==> src/sv/srsg_pkg.sv <==
// shared constants, types and the sequencer program of the step generator
package srsg_pkg;

    localparam int unsigned TICKS_PER_SECOND = 1000000;
    localparam int unsigned POSITION_BITS    = 32;

    localparam int unsigned FRAC_BITS = 16;
    localparam int unsigned ACC_W     = 37;
    localparam int unsigned SPD_W     = 21;
    localparam int unsigned MAG_W     = SPD_W;
    localparam int unsigned ACCEL_W   = 24;
    localparam int unsigned PW_W      = 8;
    localparam int unsigned IV_W      = 20;
    localparam int unsigned IO_POS_W  = 32;
    localparam int unsigned TPS_W     = $clog2(TICKS_PER_SECOND + 1);
    localparam int unsigned APB_AW    = 3;
    localparam int unsigned APB_DW    = 32;

    localparam logic [IV_W-1:0]  IV_MAX   = '1;
    localparam logic [PW_W-1:0]  PW_RESET = PW_W'(60);
    localparam logic [TPS_W-1:0] TPS_VAL  = TPS_W'(TICKS_PER_SECOND);

    // register select, taken from paddr[2]
    localparam logic REG_ACCEL = 1'b0;
    localparam logic REG_PULSE = 1'b1;

    typedef enum logic [2:0] {
        OP_NOP,
        OP_TICK,
        OP_DIFF,
        OP_RAMP,
        OP_MAG,
        OP_DIV_START,
        OP_INTV,
        OP_STEP
    } t_op;

    typedef enum logic [2:0] {
        C_NEVER,
        C_ALWAYS,
        C_NO_INPUT,
        C_DIV_BUSY,
        C_OUT_BUSY,
        C_MAG_ZERO
    } t_cond;

    localparam int unsigned UC_DEPTH = 8;
    localparam int unsigned PC_W     = $clog2(UC_DEPTH);
    typedef logic [PC_W-1:0] t_pc;

    localparam t_pc PC_FETCH   = PC_W'(0);
    localparam t_pc PC_DIFF    = PC_W'(1);
    localparam t_pc PC_RAMP    = PC_W'(2);
    localparam t_pc PC_MAG     = PC_W'(3);
    localparam t_pc PC_DIVGO   = PC_W'(4);
    localparam t_pc PC_DIVWAIT = PC_W'(5);
    localparam t_pc PC_INTV    = PC_W'(6);
    localparam t_pc PC_DECIDE  = PC_W'(7);

    // hold: stay on this step while true; jump: taken to target after the step runs
    typedef struct packed {
        t_op   op;
        t_cond hold;
        t_cond jump;
        t_pc   target;
    } t_uword;

    localparam t_uword UCODE [UC_DEPTH] = '{
        '{OP_TICK,      C_NO_INPUT, C_NEVER,    PC_FETCH},
        '{OP_DIFF,      C_NEVER,    C_NEVER,    PC_FETCH},
        '{OP_RAMP,      C_NEVER,    C_NEVER,    PC_FETCH},
        '{OP_MAG,       C_NEVER,    C_NEVER,    PC_FETCH},
        '{OP_DIV_START, C_NEVER,    C_MAG_ZERO, PC_INTV},
        '{OP_NOP,       C_DIV_BUSY, C_NEVER,    PC_FETCH},
        '{OP_INTV,      C_NEVER,    C_NEVER,    PC_FETCH},
        '{OP_STEP,      C_OUT_BUSY, C_ALWAYS,   PC_FETCH}
    };

    typedef struct packed {
        logic             busy;
        logic [TPS_W-1:0] quot;
    } t_div_stat;

endpackage

==> src/sv/srsg_if.sv <==
// word channels of the step generator: tick input and per-tick result
interface srsg_in_if;
    logic                                  valid;
    logic                                  ready;
    logic signed [srsg_pkg::IO_POS_W-1:0]  target_position;
    logic signed [srsg_pkg::SPD_W-1:0]     goal_speed;
    logic                                  load_position;
    logic signed [srsg_pkg::IO_POS_W-1:0]  new_position;

    modport source (output valid, target_position, goal_speed, load_position, new_position,
                    input ready);
    modport sink   (input valid, target_position, goal_speed, load_position, new_position,
                    output ready);
endinterface

interface srsg_out_if;
    logic                                  valid;
    logic                                  ready;
    logic                                  step_level;
    logic                                  dir_level;
    logic                                  stepped;
    logic signed [srsg_pkg::IO_POS_W-1:0]  current_position;
    logic signed [srsg_pkg::SPD_W-1:0]     current_speed;

    modport source (output valid, step_level, dir_level, stepped, current_position,
                    current_speed, input ready);
    modport sink   (input valid, step_level, dir_level, stepped, current_position,
                    current_speed, output ready);
endinterface

==> src/sv/srsg_div.sv <==
// iterative restoring divider: ticks per second over speed magnitude, one bit a cycle
module srsg_div (
    input  logic                         i_clk,
    input  logic                         i_rst_n,
    input  logic                         i_start,
    input  logic [srsg_pkg::MAG_W-1:0]   i_divisor,
    output srsg_pkg::t_div_stat          o_stat
);
    import srsg_pkg::*;

    localparam int unsigned CNT_W = $clog2(TPS_W + 1);

    logic             r_busy;
    logic [CNT_W-1:0] r_cnt;
    logic [MAG_W-1:0] r_rem;
    logic [MAG_W-1:0] r_dvs;
    logic [TPS_W-1:0] r_dvd;
    logic [TPS_W-1:0] r_quot;

    logic [MAG_W:0]   w_trial;
    logic             w_ge;
    logic [MAG_W:0]   w_diff;

    assign w_trial = {r_rem, r_dvd[TPS_W-1]};
    assign w_ge    = w_trial >= {1'b0, r_dvs};
    assign w_diff  = w_trial - {1'b0, r_dvs};

    always_ff @(posedge i_clk) begin
        if (!i_rst_n) begin
            r_busy <= 1'b0;
            r_cnt  <= '0;
        end else if (i_start) begin
            r_busy <= 1'b1;
            r_cnt  <= CNT_W'(TPS_W);
        end else if (r_busy) begin
            r_cnt <= r_cnt - 1'b1;
            if (r_cnt == CNT_W'(1)) begin
                r_busy <= 1'b0;
            end
        end
    end

    always_ff @(posedge i_clk) begin
        if (i_start) begin
            r_rem  <= '0;
            r_dvs  <= i_divisor;
            r_dvd  <= TPS_VAL;
            r_quot <= '0;
        end else if (r_busy) begin
            r_rem  <= w_ge ? w_diff[MAG_W-1:0] : w_trial[MAG_W-1:0];
            r_dvd  <= {r_dvd[TPS_W-2:0], 1'b0};
            r_quot <= {r_quot[TPS_W-2:0], w_ge};
        end
    end

    assign o_stat.busy = r_busy;
    assign o_stat.quot = r_quot;

endmodule

==> src/sv/stepper_ramp_step_generator.sv <==
// top level of the stepper step generator with a signed linear speed ramp
//
// usage
//   i_in carries one word per timer tick: target position, goal speed and an
//   optional position load. o_out returns one word per tick: step pin level,
//   direction pin level, a stepped flag, the position and the whole-step speed.
//   both channels use valid/ready; a word moves when both are high.
//   accel_per_tick (addr 0) and pulse_width (addr 4) sit on the apb port; the user
//   must write them only while no tick is in flight, which the block does not enforce.
// timing
//   a small microcoded sequencer walks up to eight steps per tick: fetch, ramp
//   difference, ramp update, magnitude, divider start, divider wait, interval,
//   step decision; the divider wait is skipped when the speed is zero. the
//   divider retires one quotient bit per cycle. a new tick is taken only once
//   the sequencer is back at fetch, after the step decision of the last one.
// reset
//   i_rst_n is synchronous, active low: speed, interval, counters and position
//   clear, direction goes clockwise, accel 0, pulse width 60.
// stall
//   the result sits in an output register; the next tick is accepted and
//   worked on while it waits, and the sequencer holds on the step decision
//   only if the previous word has still not been taken.
module stepper_ramp_step_generator (
    input  logic                          i_clk,
    input  logic                          i_rst_n,
    srsg_in_if.sink                       i_in,
    srsg_out_if.source                    o_out,
    input  logic                          psel,
    input  logic                          penable,
    input  logic                          pwrite,
    input  logic [srsg_pkg::APB_AW-1:0]   paddr,
    input  logic [srsg_pkg::APB_DW-1:0]   pwdata,
    output logic [srsg_pkg::APB_DW-1:0]   prdata,
    output logic                          pready
);
    import srsg_pkg::*;

    localparam int unsigned POS_W = POSITION_BITS;

    // config registers
    logic [ACCEL_W-1:0] r_accel;
    logic [PW_W-1:0]    r_pw;

    // sequencer
    t_pc    r_pc;
    t_pc    n_pc;
    t_uword w_uw;
    logic   w_hold;
    logic   w_jump;
    logic   w_go;

    // tick state
    logic signed [ACC_W-1:0] r_speed;
    logic [IV_W-1:0]         r_interval;
    logic [IV_W-1:0]         r_since;
    logic [POS_W-1:0]        r_pos;
    logic                    r_dir;
    logic [PW_W-1:0]         r_pulse;

    // per-tick working registers
    logic [POS_W-1:0]        r_target;
    logic signed [SPD_W-1:0] r_goal;
    logic                    r_pin_high;
    logic signed [ACC_W:0]   r_diff;
    logic [MAG_W-1:0]        r_mag;
    logic                    r_neg;
    logic [SPD_W-1:0]        r_speed_whole;

    // output register
    logic                    r_out_valid;
    logic                    r_out_step;
    logic                    r_out_dir;
    logic                    r_out_stepped;
    logic [IO_POS_W-1:0]     r_out_pos;
    logic [SPD_W-1:0]        r_out_speed;

    // divider
    logic      w_div_start;
    t_div_stat w_div;

    // datapath helpers
    logic signed [ACC_W:0]   w_goal_x;
    logic signed [ACC_W:0]   w_accel_x;
    logic signed [ACC_W:0]   w_sum;
    logic                    w_snap;
    logic [ACC_W-1:0]        w_abs;
    logic [IV_W-1:0]         w_iv;
    logic                    w_step;
    logic [PW_W-1:0]         w_pw_eff;
    logic [PW_W-1:0]         w_pulse_next;
    logic [POS_W-1:0]        w_pos_next;
    logic                    w_out_busy;
    logic                    w_cfg_wr;

    function automatic logic cond_true(input t_cond c, input logic no_input,
                                       input logic div_busy, input logic out_busy,
                                       input logic mag_zero);
        logic r;
        case (c)
            C_NEVER:    r = 1'b0;
            C_ALWAYS:   r = 1'b1;
            C_NO_INPUT: r = no_input;
            C_DIV_BUSY: r = div_busy;
            C_OUT_BUSY: r = out_busy;
            C_MAG_ZERO: r = mag_zero;
            default:    r = 1'b0;
        endcase
        return r;
    endfunction

    // ---------------- configuration port ----------------
    assign pready   = 1'b1;
    assign w_cfg_wr = psel && penable && pwrite;
    assign prdata   = (paddr[2] == REG_PULSE) ? APB_DW'(r_pw) : APB_DW'(r_accel);

    always_ff @(posedge i_clk) begin
        if (!i_rst_n) begin
            r_accel <= '0;
            r_pw    <= PW_RESET;
        end else if (w_cfg_wr) begin
            if (paddr[2] == REG_PULSE) begin
                r_pw <= pwdata[PW_W-1:0];
            end else begin
                r_accel <= pwdata[ACCEL_W-1:0];
            end
        end
    end

    // ---------------- sequencer ----------------
    assign w_uw       = UCODE[r_pc];
    assign w_out_busy = r_out_valid && !o_out.ready;
    assign w_hold     = cond_true(w_uw.hold, !i_in.valid, w_div.busy, w_out_busy, r_mag == '0);
    assign w_jump     = cond_true(w_uw.jump, !i_in.valid, w_div.busy, w_out_busy, r_mag == '0);
    assign w_go       = !w_hold;

    always_comb begin
        if (w_hold) begin
            n_pc = r_pc;
        end else if (w_jump) begin
            n_pc = w_uw.target;
        end else begin
            n_pc = r_pc + 1'b1;
        end
    end

    always_ff @(posedge i_clk) begin
        if (!i_rst_n) begin
            r_pc <= PC_FETCH;
        end else begin
            r_pc <= n_pc;
        end
    end

    assign i_in.ready = (r_pc == PC_FETCH);

    // ---------------- datapath ----------------
    // goal speed in q21.16, one guard bit for the difference
    assign w_goal_x  = {{(ACC_W + 1 - SPD_W - FRAC_BITS){r_goal[SPD_W-1]}}, r_goal,
                        {FRAC_BITS{1'b0}}};
    assign w_accel_x = $signed({{(ACC_W + 1 - ACCEL_W){1'b0}}, r_accel});
    assign w_sum     = r_diff + w_accel_x;
    // within one increment of the goal: |diff| <= accel
    assign w_snap    = r_diff[ACC_W] ? !w_sum[ACC_W] : (r_diff <= w_accel_x);
    assign w_abs     = r_speed[ACC_W-1] ? ACC_W'(-r_speed) : ACC_W'(r_speed);

    // interval clamp: at least one tick, at most the counter range
    always_comb begin
        if (64'(w_div.quot) > 64'(IV_MAX)) begin
            w_iv = IV_MAX;
        end else if (w_div.quot == '0) begin
            w_iv = IV_W'(1);
        end else begin
            w_iv = IV_W'(w_div.quot);
        end
    end

    assign w_div_start = w_go && (w_uw.op == OP_DIV_START) && (r_mag != '0);

    srsg_div u_div (
        .i_clk     (i_clk),
        .i_rst_n   (i_rst_n),
        .i_start   (w_div_start),
        .i_divisor (r_mag),
        .o_stat    (w_div)
    );

    // step decision: interval elapsed, pin low at tick start, not at target
    assign w_step       = (r_interval != '0) && (r_since >= r_interval) && !r_pin_high &&
                          (r_pos != r_target);
    assign w_pw_eff     = (r_pw != '0) ? r_pw : PW_W'(1);
    assign w_pulse_next = w_step ? w_pw_eff : r_pulse;
    assign w_pos_next   = !w_step ? r_pos : (r_dir ? r_pos + 1'b1 : r_pos - 1'b1);

    // tick state, cleared by reset
    always_ff @(posedge i_clk) begin
        if (!i_rst_n) begin
            r_speed    <= '0;
            r_interval <= '0;
            r_since    <= '0;
            r_pos      <= '0;
            r_dir      <= 1'b1;
            r_pulse    <= '0;
        end else if (w_go) begin
            case (w_uw.op)
                OP_TICK: begin
                    if (r_pulse != '0) begin
                        r_pulse <= r_pulse - 1'b1;
                    end
                    if (r_since != IV_MAX) begin
                        r_since <= r_since + 1'b1;
                    end
                    if (i_in.load_position) begin
                        r_pos <= POS_W'(i_in.new_position);
                    end
                end
                OP_RAMP: begin
                    if (w_snap) begin
                        r_speed <= ACC_W'(w_goal_x);
                    end else if (!r_diff[ACC_W]) begin
                        r_speed <= r_speed + ACC_W'(w_accel_x);
                    end else begin
                        r_speed <= r_speed - ACC_W'(w_accel_x);
                    end
                end
                OP_INTV: begin
                    if (r_mag == '0) begin
                        r_interval <= '0;
                    end else begin
                        r_interval <= w_iv;
                        r_dir      <= !r_neg;
                    end
                end
                OP_STEP: begin
                    r_pos   <= w_pos_next;
                    r_pulse <= w_pulse_next;
                    if (w_step) begin
                        r_since <= '0;
                    end
                end
                default: begin
                end
            endcase
        end
    end

    // per-tick working values
    always_ff @(posedge i_clk) begin
        if (w_go) begin
            case (w_uw.op)
                OP_TICK: begin
                    r_pin_high <= (r_pulse != '0);
                    r_target   <= POS_W'(i_in.target_position);
                    r_goal     <= i_in.goal_speed;
                end
                OP_DIFF: begin
                    r_diff <= w_goal_x - (ACC_W + 1)'(r_speed);
                end
                OP_MAG: begin
                    r_mag <= w_abs[ACC_W-1:FRAC_BITS];
                    r_neg <= r_speed[ACC_W-1];
                end
                OP_INTV: begin
                    r_speed_whole <= r_neg ? SPD_W'(-r_mag) : SPD_W'(r_mag);
                end
                default: begin
                end
            endcase
        end
    end

    // ---------------- output register ----------------
    always_ff @(posedge i_clk) begin
        if (!i_rst_n) begin
            r_out_valid <= 1'b0;
        end else if (w_go && (w_uw.op == OP_STEP)) begin
            r_out_valid <= 1'b1;
        end else if (o_out.ready) begin
            r_out_valid <= 1'b0;
        end
    end

    always_ff @(posedge i_clk) begin
        if (w_go && (w_uw.op == OP_STEP)) begin
            r_out_step    <= (w_pulse_next != '0);
            r_out_dir     <= r_dir;
            r_out_stepped <= w_step;
            r_out_pos     <= IO_POS_W'(w_pos_next);
            r_out_speed   <= r_speed_whole;
        end
    end

    assign o_out.valid            = r_out_valid;
    assign o_out.step_level       = r_out_step;
    assign o_out.dir_level        = r_out_dir;
    assign o_out.stepped          = r_out_stepped;
    assign o_out.current_position = r_out_pos;
    assign o_out.current_speed    = r_out_speed;

    // ---------------- assertions ----------------
    // a step always raises the pin, pulse width is at least one tick
    a_step_pin: assert property (@(posedge i_clk) disable iff (!i_rst_n)
        (o_out.valid && o_out.stepped) |-> o_out.step_level)
        else $error("step issued without step pin high");

    // the divider only runs while the sequencer waits for it
    a_div_wait: assert property (@(posedge i_clk) disable iff (!i_rst_n)
        w_div.busy |-> (r_pc == PC_DIVWAIT))
        else $error("divider busy outside the wait step");

    // stepping is disabled exactly when the whole-step speed is zero
    a_iv_mag: assert property (@(posedge i_clk) disable iff (!i_rst_n)
        (r_pc == PC_DECIDE) |-> ((r_interval == '0) == (r_mag == '0)))
        else $error("interval and speed magnitude disagree");

    // a step moves the position by exactly one
    a_pos_step: assert property (@(posedge i_clk) disable iff (!i_rst_n)
        (w_go && (w_uw.op == OP_STEP) && w_step) |=>
        ((r_pos == $past(r_pos) + 1'b1) || (r_pos == $past(r_pos) - 1'b1)))
        else $error("step did not move position by one");

endmodule

==> src/flat_wrapper.sv <==
// flat-port wrapper written by rule: the top's interface ports become plain ports
module stepper_ramp_step_generator_flat import srsg_pkg::*;
  (i_clk, i_rst_n, psel, penable, pwrite, paddr, pwdata, prdata, pready, i_in_valid, i_in_target_position, i_in_goal_speed, i_in_load_position, i_in_new_position, i_in_ready, o_out_valid, o_out_step_level, o_out_dir_level, o_out_stepped, o_out_current_position, o_out_current_speed, o_out_ready);
  srsg_in_if i_in_i ();
  srsg_out_if o_out_i ();
  input  logic i_clk;
  input  logic i_rst_n;
  input  logic psel;
  input  logic penable;
  input  logic pwrite;
  input  logic [srsg_pkg::APB_AW-1:0] paddr;
  input  logic [srsg_pkg::APB_DW-1:0] pwdata;
  output logic [srsg_pkg::APB_DW-1:0] prdata;
  output logic pready;
  input wire logic [$bits(i_in_i.valid)-1:0] i_in_valid;
  input wire logic [$bits(i_in_i.target_position)-1:0] i_in_target_position;
  input wire logic [$bits(i_in_i.goal_speed)-1:0] i_in_goal_speed;
  input wire logic [$bits(i_in_i.load_position)-1:0] i_in_load_position;
  input wire logic [$bits(i_in_i.new_position)-1:0] i_in_new_position;
  output wire logic [$bits(i_in_i.ready)-1:0] i_in_ready;
  output wire logic [$bits(o_out_i.valid)-1:0] o_out_valid;
  output wire logic [$bits(o_out_i.step_level)-1:0] o_out_step_level;
  output wire logic [$bits(o_out_i.dir_level)-1:0] o_out_dir_level;
  output wire logic [$bits(o_out_i.stepped)-1:0] o_out_stepped;
  output wire logic [$bits(o_out_i.current_position)-1:0] o_out_current_position;
  output wire logic [$bits(o_out_i.current_speed)-1:0] o_out_current_speed;
  input wire logic [$bits(o_out_i.ready)-1:0] o_out_ready;
  assign i_in_i.valid = i_in_valid;
  assign i_in_i.target_position = i_in_target_position;
  assign i_in_i.goal_speed = i_in_goal_speed;
  assign i_in_i.load_position = i_in_load_position;
  assign i_in_i.new_position = i_in_new_position;
  assign i_in_ready = i_in_i.ready;
  assign o_out_valid = o_out_i.valid;
  assign o_out_step_level = o_out_i.step_level;
  assign o_out_dir_level = o_out_i.dir_level;
  assign o_out_stepped = o_out_i.stepped;
  assign o_out_current_position = o_out_i.current_position;
  assign o_out_current_speed = o_out_i.current_speed;
  assign o_out_i.ready = o_out_ready;
  stepper_ramp_step_generator u_core (.i_clk(i_clk), .i_rst_n(i_rst_n), .i_in(i_in_i), .o_out(o_out_i), .psel(psel), .penable(penable), .pwrite(pwrite), .paddr(paddr), .pwdata(pwdata), .prdata(prdata), .pready(pready));
endmodule
==> config.mk <==
export PLATFORM = sky130hd
export DESIGN_NAME = stepper_ramp_step_generator_flat
export DESIGN_NICKNAME = d
export VERILOG_FILES = /design/src/sv/srsg_pkg.sv /design/src/sv/srsg_if.sv /design/src/sv/srsg_div.sv /design/src/sv/stepper_ramp_step_generator.sv /design/src/flat_wrapper.sv
export SDC_FILE = /design/constraint.sdc
export NUM_CORES = 1
export LEC_CHECK = 0
export ABC_CLOCK_PERIOD_IN_PS = 18250
export BUFFER_PORTS_ARGS = -buffer_cell sky130_fd_sc_hd__buf_2
export CORE_MARGIN = 3
export CORE_UTILIZATION = 60
export CTS_CLUSTER_DIAMETER = 80
export DETAILED_ROUTE_END_ITERATION = 10
export PLACE_DENSITY = 0.86
export SYNTH_ARGS = -nofsm -noshare
export SYNTH_HDL_FRONTEND = slang
export SYNTH_HIERARCHICAL = 1
export SYNTH_SLANG_ARGS = --single-unit
==> constraint.sdc <==
create_clock -name i_clk -period 18.25 [get_ports i_clk]
set_clock_uncertainty 0.05 [all_clocks]
set_input_delay 0.9125 -clock i_clk [delete_from_list [all_inputs] [get_ports i_clk]]
set_output_delay 0.9125 -clock i_clk [all_outputs]
set_load 0.02 [all_outputs]
==> results of run 1 <==
[per-stage QoR]
stage	util	hold slack (ns)
finish	0.683	0.374
floorplan	-	0.350
global placement	0.646	0.356
global route	0.683	0.380
detailed placement	0.646	0.362
CTS	0.683	0.377
[cell families after synthesis]
logic type	synth area share
simple gates	0.156
compound gates	0.170
flops	0.423
buf+inv	0.0418
xor+xnor	0.0753
fa+ha+maj	0.0956
mux	0.0378
other cells	0.000298
[worst max path at each step]
stage / startpoint / end / slack (ns)
2_1_floorplan: u_core/r_pc[0]$_SDFFE_PN0N_ / u_core/r_diff[0]$_DFFE_PP_ / 12.16
3_3_place_gp: u_core/r_accel[2]$_SDFFE_PN0P_ / u_core/r_speed[33]$_SDFFE_PN0P_ / 13.75
3_5_place_dp: u_core/r_accel[3]$_SDFFE_PN0P_ / u_core/r_speed[33]$_SDFFE_PN0P_ / 13.71
4_1_cts: u_core/r_accel[3]$_SDFFE_PN0P_ / u_core/r_speed[33]$_SDFFE_PN0P_ / 13.69
5_1_grt: u_core/r_accel[2]$_SDFFE_PN0P_ / u_core/r_speed[33]$_SDFFE_PN0P_ / 13.33
6_report: u_core/r_accel[2]$_SDFFE_PN0P_ / u_core/r_speed[33]$_SDFFE_PN0P_ / 13.60
[state kept, by name (all words and copies together), names as in the netlist, 14 cells and up]
name,cells
u_core/r_accel,24
u_core/r_mag,21
u_core/r_since,20
u_core/r_goal,21
u_core/r_diff,38
u_core/u_div/r_rem,21
u_core/o_out.current_speed,21
u_core/r_pos,32
u_core/r_target,32
u_core/r_interval,20
u_core/r_speed,37
u_core/r_speed_whole,21
u_core/o_out.current_position,32
u_core/u_div/r_dvd,14
u_core/u_div/r_quot,20
u_core/u_div/r_dvs,21
[synthesized netlist by cell type, drive strengths merged, types with 32 or more instances]
cell | number | area (sq um)
a21oi | 235 | 1180
nor4 | 49 | 340
xor2 | 81 | 709
a211oi | 40 | 305
o21ai | 136 | 681
xnor2 | 136 | 1190
a31oi | 33 | 206
edfxtp | 212 | 6370
nor2 | 243 | 912
dfxtp | 215 | 4300
nand3 | 75 | 380
nand2 | 250 | 941
buf | 32 | 191
a21o | 56 | 420
nand4 | 34 | 213
inv | 137 | 514
ha | 188 | 2350
mux2i | 65 | 651
nor3 | 33 | 175
clkbuf | 93 | 349
[cell type report]
cell class,count,area [sq um]
multi-input combinational,2012,13600
timing repair buffer,222,1170
sequential,427,10700
antenna,3,7.51
clock buffer,57,1210
inverter,137,515
fill,3087,13100
clock inverter,27,317
tap,532,666
[cell usage in the layout, fill, tap and decap left out, types with 10 or more instances in the layout]
| master | synthesis | routed |
|---|---|---|
| nand2_1 | 249 | 249 |
| nor2_1 | 243 | 238 |
| a21oi_1 | 233 | 233 |
| dfxtp_1 | 215 | 214 |
| edfxtp_1 | 212 | 212 |
| buf_2 | 9 | 199 |
| ha_1 | 188 | 188 |
| xnor2_1 | 136 | 136 |
| inv_1 | 135 | 133 |
| o21ai_0 | 112 | 112 |
| xor2_1 | 81 | 81 |
| nand3_1 | 74 | 74 |
| mux2i_1 | 65 | 65 |
| a21o_1 | 56 | 56 |
| clkbuf_16 | 0 | 46 |
| nor4_1 | 45 | 44 |
| a211oi_1 | 39 | 39 |
| nand4_1 | 34 | 34 |
| a31oi_1 | 33 | 33 |
| nor3_1 | 31 | 30 |
| nor2b_1 | 27 | 27 |
| and3_1 | 24 | 24 |
| o21ai_1 | 24 | 24 |
| buf_4 | 10 | 23 |
| mux2_2 | 22 | 22 |
| o31ai_1 | 21 | 21 |
| nand2b_1 | 20 | 20 |
| o21a_1 | 17 | 17 |
| o21bai_1 | 17 | 17 |
| o211ai_1 | 16 | 16 |
| clkinv_2 | 0 | 13 |
| or3_1 | 12 | 12 |
| or2_2 | 10 | 10 |
[critical path, cell delays in order (launching register included)]
cell	delay [ns]
dfxtp_1	0.34
inv_1	0.19
nand4_1	0.16
nor3_1	0.25
and3_1	0.27
a41oi_1	0.15
xnor2_1	0.24
ha_1	0.37
a22oi_1	0.21
o211ai_1	0.13
a31o_1	0.25
or4b_1	0.54
a31o_2	0.27
a211oi_2	0.30
o31ai_1	0.22
and4b_1	0.26
o311a_1	0.32
[per-layer routing]
metal  track usage  wire length, microns  vias up
li1              -                     -    10046
met1         0.421                 29200    10295
met2         0.478                 31300      958
met3        0.0495                  5960      161
met4        0.0977                  2210        0
met5             0                     0        -
[power breakdown]
group | internal, mW | switching [mW]
registers | 1.38 | 0.263
logic | 1.00 | 1.53
clock network | 0.550 | 0.403
==> metrics.yaml, run 1 <==
power_and_ir_drop:
  irDropWorstVdd_uv: 103
  power_mw: 5.12
  powerDensity_mw_per_mm2: 182
  p_leak_nw: 11.4
clock_network:
  cts_buffers: 45
  clkTransAtPathRegs_ns: 0.06
  clock-sinks: 427
  hold_buffers: 0
  clock_latency_ns: 0.60
  cts_resized: 0
  cts-root-buf: "clkbuf_16"
  htreeDepth: 2
  cts_setup_buffers: 0
  cts_tree: "built"
  clockBufferDepth: 3
route:
  firstDrtPassIters: 7
  ant_nets: 0
  drtIter0Drc: 2353
  drc_errors: 0
  num_vias: 21460
  finalWirelength_mm: 68.7
  vias_per_cell: 6.28
  avgRoutedWirePerCell_microns: 20.1
floorplan:
  io_pins: 219
  core_sq_mm: 0.0412
  initial_core_util: 0.613
  dieArea_sq_mm: 0.0446
  die_h_microns: 211
  die_w_microns: 211
  rows: 74
logic_synthesis:
  synthDistinctLibCells: 91
  netlist_instances: 2694
  synth_edf_count: 212
  synthFlopType: "dfxtp_1"
  ys_warn_count: 6
  ys_seq_area_frac: 0.423
  async_reset_ff_frac: 0
  ys_ff_latch: 427
  syn_avg_cell_area_sq_um: 9.37
  netlist_area_sq_mm: 0.0252
timing:
  rsz0062_at_grt: "no"
  setup_tns_ns: 0
  hold_violations: 0
  fin_crit_ns: 4.65
  fin_crit_sh: 0.255
  worst_pin_slew_ns: 1.11
  setup_violations: 0
  fmax_mhz: 215
  relSlewSlack: 0.258
  finalWorstSetupSlack_ns: 13.60
  slew_violations: 0
global_route:
  overflow: 0
  grt_pass1_wl_mm: 109
  antenna_found_initial: 3
  grt_max_degree: 82
  grt_usage: 0.300
  grt_pass1_vias: 20731
place:
  place_area_sq_mm: 0.0266
  dp_hpwl_mm: 49.3
  place_inst: 3330
  portBuffers: 199
  finalWeightedCongestion: 0.983
  pre_cts_slack_ns: 13.71
setup_path:
  critPathArrivalTime_ns: 5.08
  cp-end-kind: "flop"
  r2r_end: "u_core/r_speed[33]$_SDFFE_PN0P_"
  cp_max_fo: 7
  crit_path_start_kind: "flop"
  r2r_cells: 16
  worstReg2RegStart: "u_core/r_accel[2]$_SDFFE_PN0P_"
  rrSetupSlack_ns: 13.60
  critPathKind: "flop to flop"
  required_ns: 18.68
outcome:
  status: "completed"
worst_hold_path:
  hold_depth: 0
  hold_class: "flop to flop"
  hold_start: "u_core/r_speed_whole[19]$_DFFE_PP_"
  holdPathEnd: "u_core/o_out.current_speed[19]$_DFFE_PP_"
finish:
  instances_no_fill: 3417
  design_area_sq_mm: 0.0281
  drive_gt1_frac: 0.128
  area_growth_pct: 11.5
  fin_nets: 3164
job:
  drv_cap: 0
Power figures use the tool's default switching activity.
==> run 2: changes to the inputs <==
--- a/config.mk
+++ b/config.mk
@@ -5,7 +5,7 @@
 export SDC_FILE = /design/constraint.sdc
 export NUM_CORES = 1
 export LEC_CHECK = 0
-export ABC_CLOCK_PERIOD_IN_PS = 18250
+export ABC_CLOCK_PERIOD_IN_PS = 4680
 export BUFFER_PORTS_ARGS = -buffer_cell sky130_fd_sc_hd__buf_2
 export CORE_MARGIN = 3
 export CORE_UTILIZATION = 60
==> constraint.sdc (replaced) <==
create_clock -name i_clk -period 4.68 [get_ports i_clk]
set_clock_uncertainty 0.05 [all_clocks]
set_input_delay 0.234 -clock i_clk [delete_from_list [all_inputs] [get_ports i_clk]]
set_output_delay 0.234 -clock i_clk [all_outputs]
set_load 0.02 [all_outputs]
==> metrics.yaml, run 2 (synthesized netlist as in run 1, its figures left out) <==
outcome:
  status: "completed"  # unchanged
place:
  finalWeightedCongestion: 0.961  # was 0.983
  portBuffers: 199  # unchanged
  dp_hpwl_mm: 50.5  # was 49.3 mm
  place_inst: 3353  # was 3,330
  place_area_sq_mm: 0.0268  # was 0.0266 sq mm
finish:
  drive_gt1_frac: 0.130  # was 0.128
  fin_nets: 3293  # was 3,164
  regMostFlops: "u_core/r_diff"  # unchanged
  instances_no_fill: 3543  # was 3,417
  largestRegisters: "u_core/r_diff: 38 flops, u_core/r_speed: 37 flops"  # unchanged
  final_common_cell: "nand2_1"  # unchanged
  largest_reg_flops: 38  # unchanged
  final_cell_mix: "249 x nand2_1, 238 x nor2_1, 233 x a21oi_1"  # unchanged
  area_growth_pct: 16.3  # was 11.5%
  design_area_sq_mm: 0.0294  # was 0.0281 sq mm
power_and_ir_drop:
  internal_power_mw: 11.5  # was 2.93 mW
  p_sw_mw: 8.69  # was 2.19 mW
  pwr-share-comb: 0.505  # was 0.494
  powerDensity_mw_per_mm2: 689  # was 182 mW/mm^2
  seqPwrFrac: 0.317  # was 0.320
  p_sw_frac: 0.430  # was 0.428
  clkPwrFrac: 0.178  # was 0.186
  p_leak_nw: 11.9  # was 11.4 nW
  irDropWorstVdd_uv: 496  # was 103 uV
floorplan:
  core_sq_mm: 0.0412  # unchanged
  io_pins: 219  # unchanged
  die_h_microns: 211  # unchanged
  initial_core_util: 0.613  # unchanged
  dieArea_sq_mm: 0.0446  # unchanged
  rows: 74  # unchanged
  die_w_microns: 211  # unchanged
global_route:
  grt_pass1_wl_mm: 113  # was 109 mm
  grt_usage: 0.315  # was 0.300
  antenna_found_initial: 4  # was 3
  grt_max_degree: 82  # unchanged
  overflow: 0  # unchanged
  grt_pass1_vias: 21329  # was 20,731
clock_network:
  cts_tree: "built"  # unchanged
  cts-root-buf: "clkbuf_16"  # unchanged
  clock-sinks: 427  # unchanged
  clock_latency_ns: 0.59  # was 0.60 ns
  htreeDepth: 2  # unchanged
  clkTransAtPathRegs_ns: 0.07  # was 0.06 ns
  cts_buffers: 45  # unchanged
  clockBufferDepth: 3  # unchanged
job:
  drv_cap: 0  # unchanged
setup_path:
  critPathArrivalTime_ns: 4.84  # was 5.08 ns
  crit_path_start_kind: "flop"  # unchanged
  cp-end-kind: "flop"  # unchanged
  critPathKind: "flop to flop"  # unchanged
  required_ns: 5.11  # was 18.68 ns
  cp_max_fo: 6  # was 7
timing:
  fin_crit_ns: 4.42  # was 4.65 ns
  slew_violations: 0  # unchanged
  worst_pin_slew_ns: 1.27  # was 1.11 ns
  fmax_mhz: 226  # was 215 MHz
  hold_violations: 0  # unchanged
  setup_violations: 0  # unchanged
  relSlewSlack: 0.154  # was 0.258
  fin_crit_sh: 0.943  # was 0.255
route:
  avgRoutedWirePerCell_microns: 20.4  # was 20.1 microns
  drtIter0Drc: 2395  # was 2,353
  routed.top_layer: "met5"  # was met4
  finalWirelength_mm: 72.3  # was 68.7 mm
  dr_wl_met2_mm: 32.9  # was 31.3 mm
  ant_nets: 0  # unchanged
  firstDrtPassIters: 7  # unchanged
  drc_errors: 0  # unchanged
  wl_met1_mm: 30.1  # was 29.2 mm
  route.met3.wl_mm: 6.71  # was 5.96 mm
  num_vias: 22205  # was 21,460
  vias_per_cell: 6.27  # was 6.28
worst_hold_path:
  hold_class: "input pin to flop"  # was flop to flop
run 2: cell count changes in the layout (fill, tap and decap cells not counted), sizes merged, moves of 2 or more:
cell,delta
clkbuf,+8
dlygate4sd3,+105
clkinvlp,-4
buf,+24
bufinv,-3
inv,-2
run 2: path summary, 6_finish.rpt:
kind,from,end,slack [ns],cells after the start
worst max-delay path,u_core/r_accel[3]$_SDFFE_PN0P_,u_core/r_speed[33]$_SDFFE_PN0P_,0.26,17
worst min-delay path,i_in_new_position[15],u_core/r_pos[15]$_SDFFE_PN0P_,0.01,5
worst max register to register,u_core/r_accel[3]$_SDFFE_PN0P_,u_core/r_speed[33]$_SDFFE_PN0P_,0.26,17
worst min register to register,u_core/r_speed_whole[20]$_DFFE_PP_,u_core/o_out.current_speed[20]$_DFFE_PP_,0.37,0
run 2: stage by stage:
step	util	power, mW	worst slack [ns]	hold WS, ns	TNS, ns
floorplan	-	13.5	0.173	0.283	0
detailed placement	0.651	16.2	0.259	0.355	0
global route	0.713	21.4	-0.0136	0.0319	-0.0217
global placement	0.651	15.8	0.335	0.352	0
finish	0.713	20.2	0.265	0.0130	0
CTS	0.712	20.0	0.248	0.00453	0
run 2: area by class of cell:
type                       instances  area [sq um]
antenna                            2          5.00
inverter                         137           515
clock buffer                      65          1310
clock inverter                    17           164
tap                              532           666
fill                            3043         11800
sequential                       427         10700
timing repair buffer             351          2420
multi-input combinational       2012         13600
run 2: power groups by stage:
stage	combinational, mW	clock (mW)	sequential, mW
final	10.2	3.60	6.42
after global routing	11.1	3.79	6.50
after CTS	9.95	3.64	6.36
after detailed placement	9.75	0	6.42
after global placement	9.44	0	6.37
after floorplan	7.46	0	6.07
run 2: critical path, stage by stage, from the launching register on:
cell      delay (ns)
dfxtp_1         0.35
inv_1           0.15
nand4_1         0.16
nor3_2          0.27
and3_4          0.25
a41oi_1         0.14
xnor2_1         0.27
ha_1            0.29
buf_4           0.16
nand4_1         0.17
nor2b_1         0.08
o311ai_1        0.11
or4b_1          0.54
a31o_2          0.26
a211oi_2        0.29
o31ai_1         0.20
and4b_1         0.24
o311a_1         0.32
run 2: what timing repair did:
action / CTS / global route
hold buffers: 105 / 0
resized for setup: 0 / 3
setup buffers: 0 / 1
endpoints found under the hold margin: 113 / 0
endpoints found under the setup margin: 0 / 2
run 2: metal layers:
layer | up-vias | track usage
met2 | 1130 | 0.499
met4 | 2 | 0.109
met1 | 10533 | 0.441
li1 | 10326 | -
met5 | - | 0
met3 | 214 | 0.0541
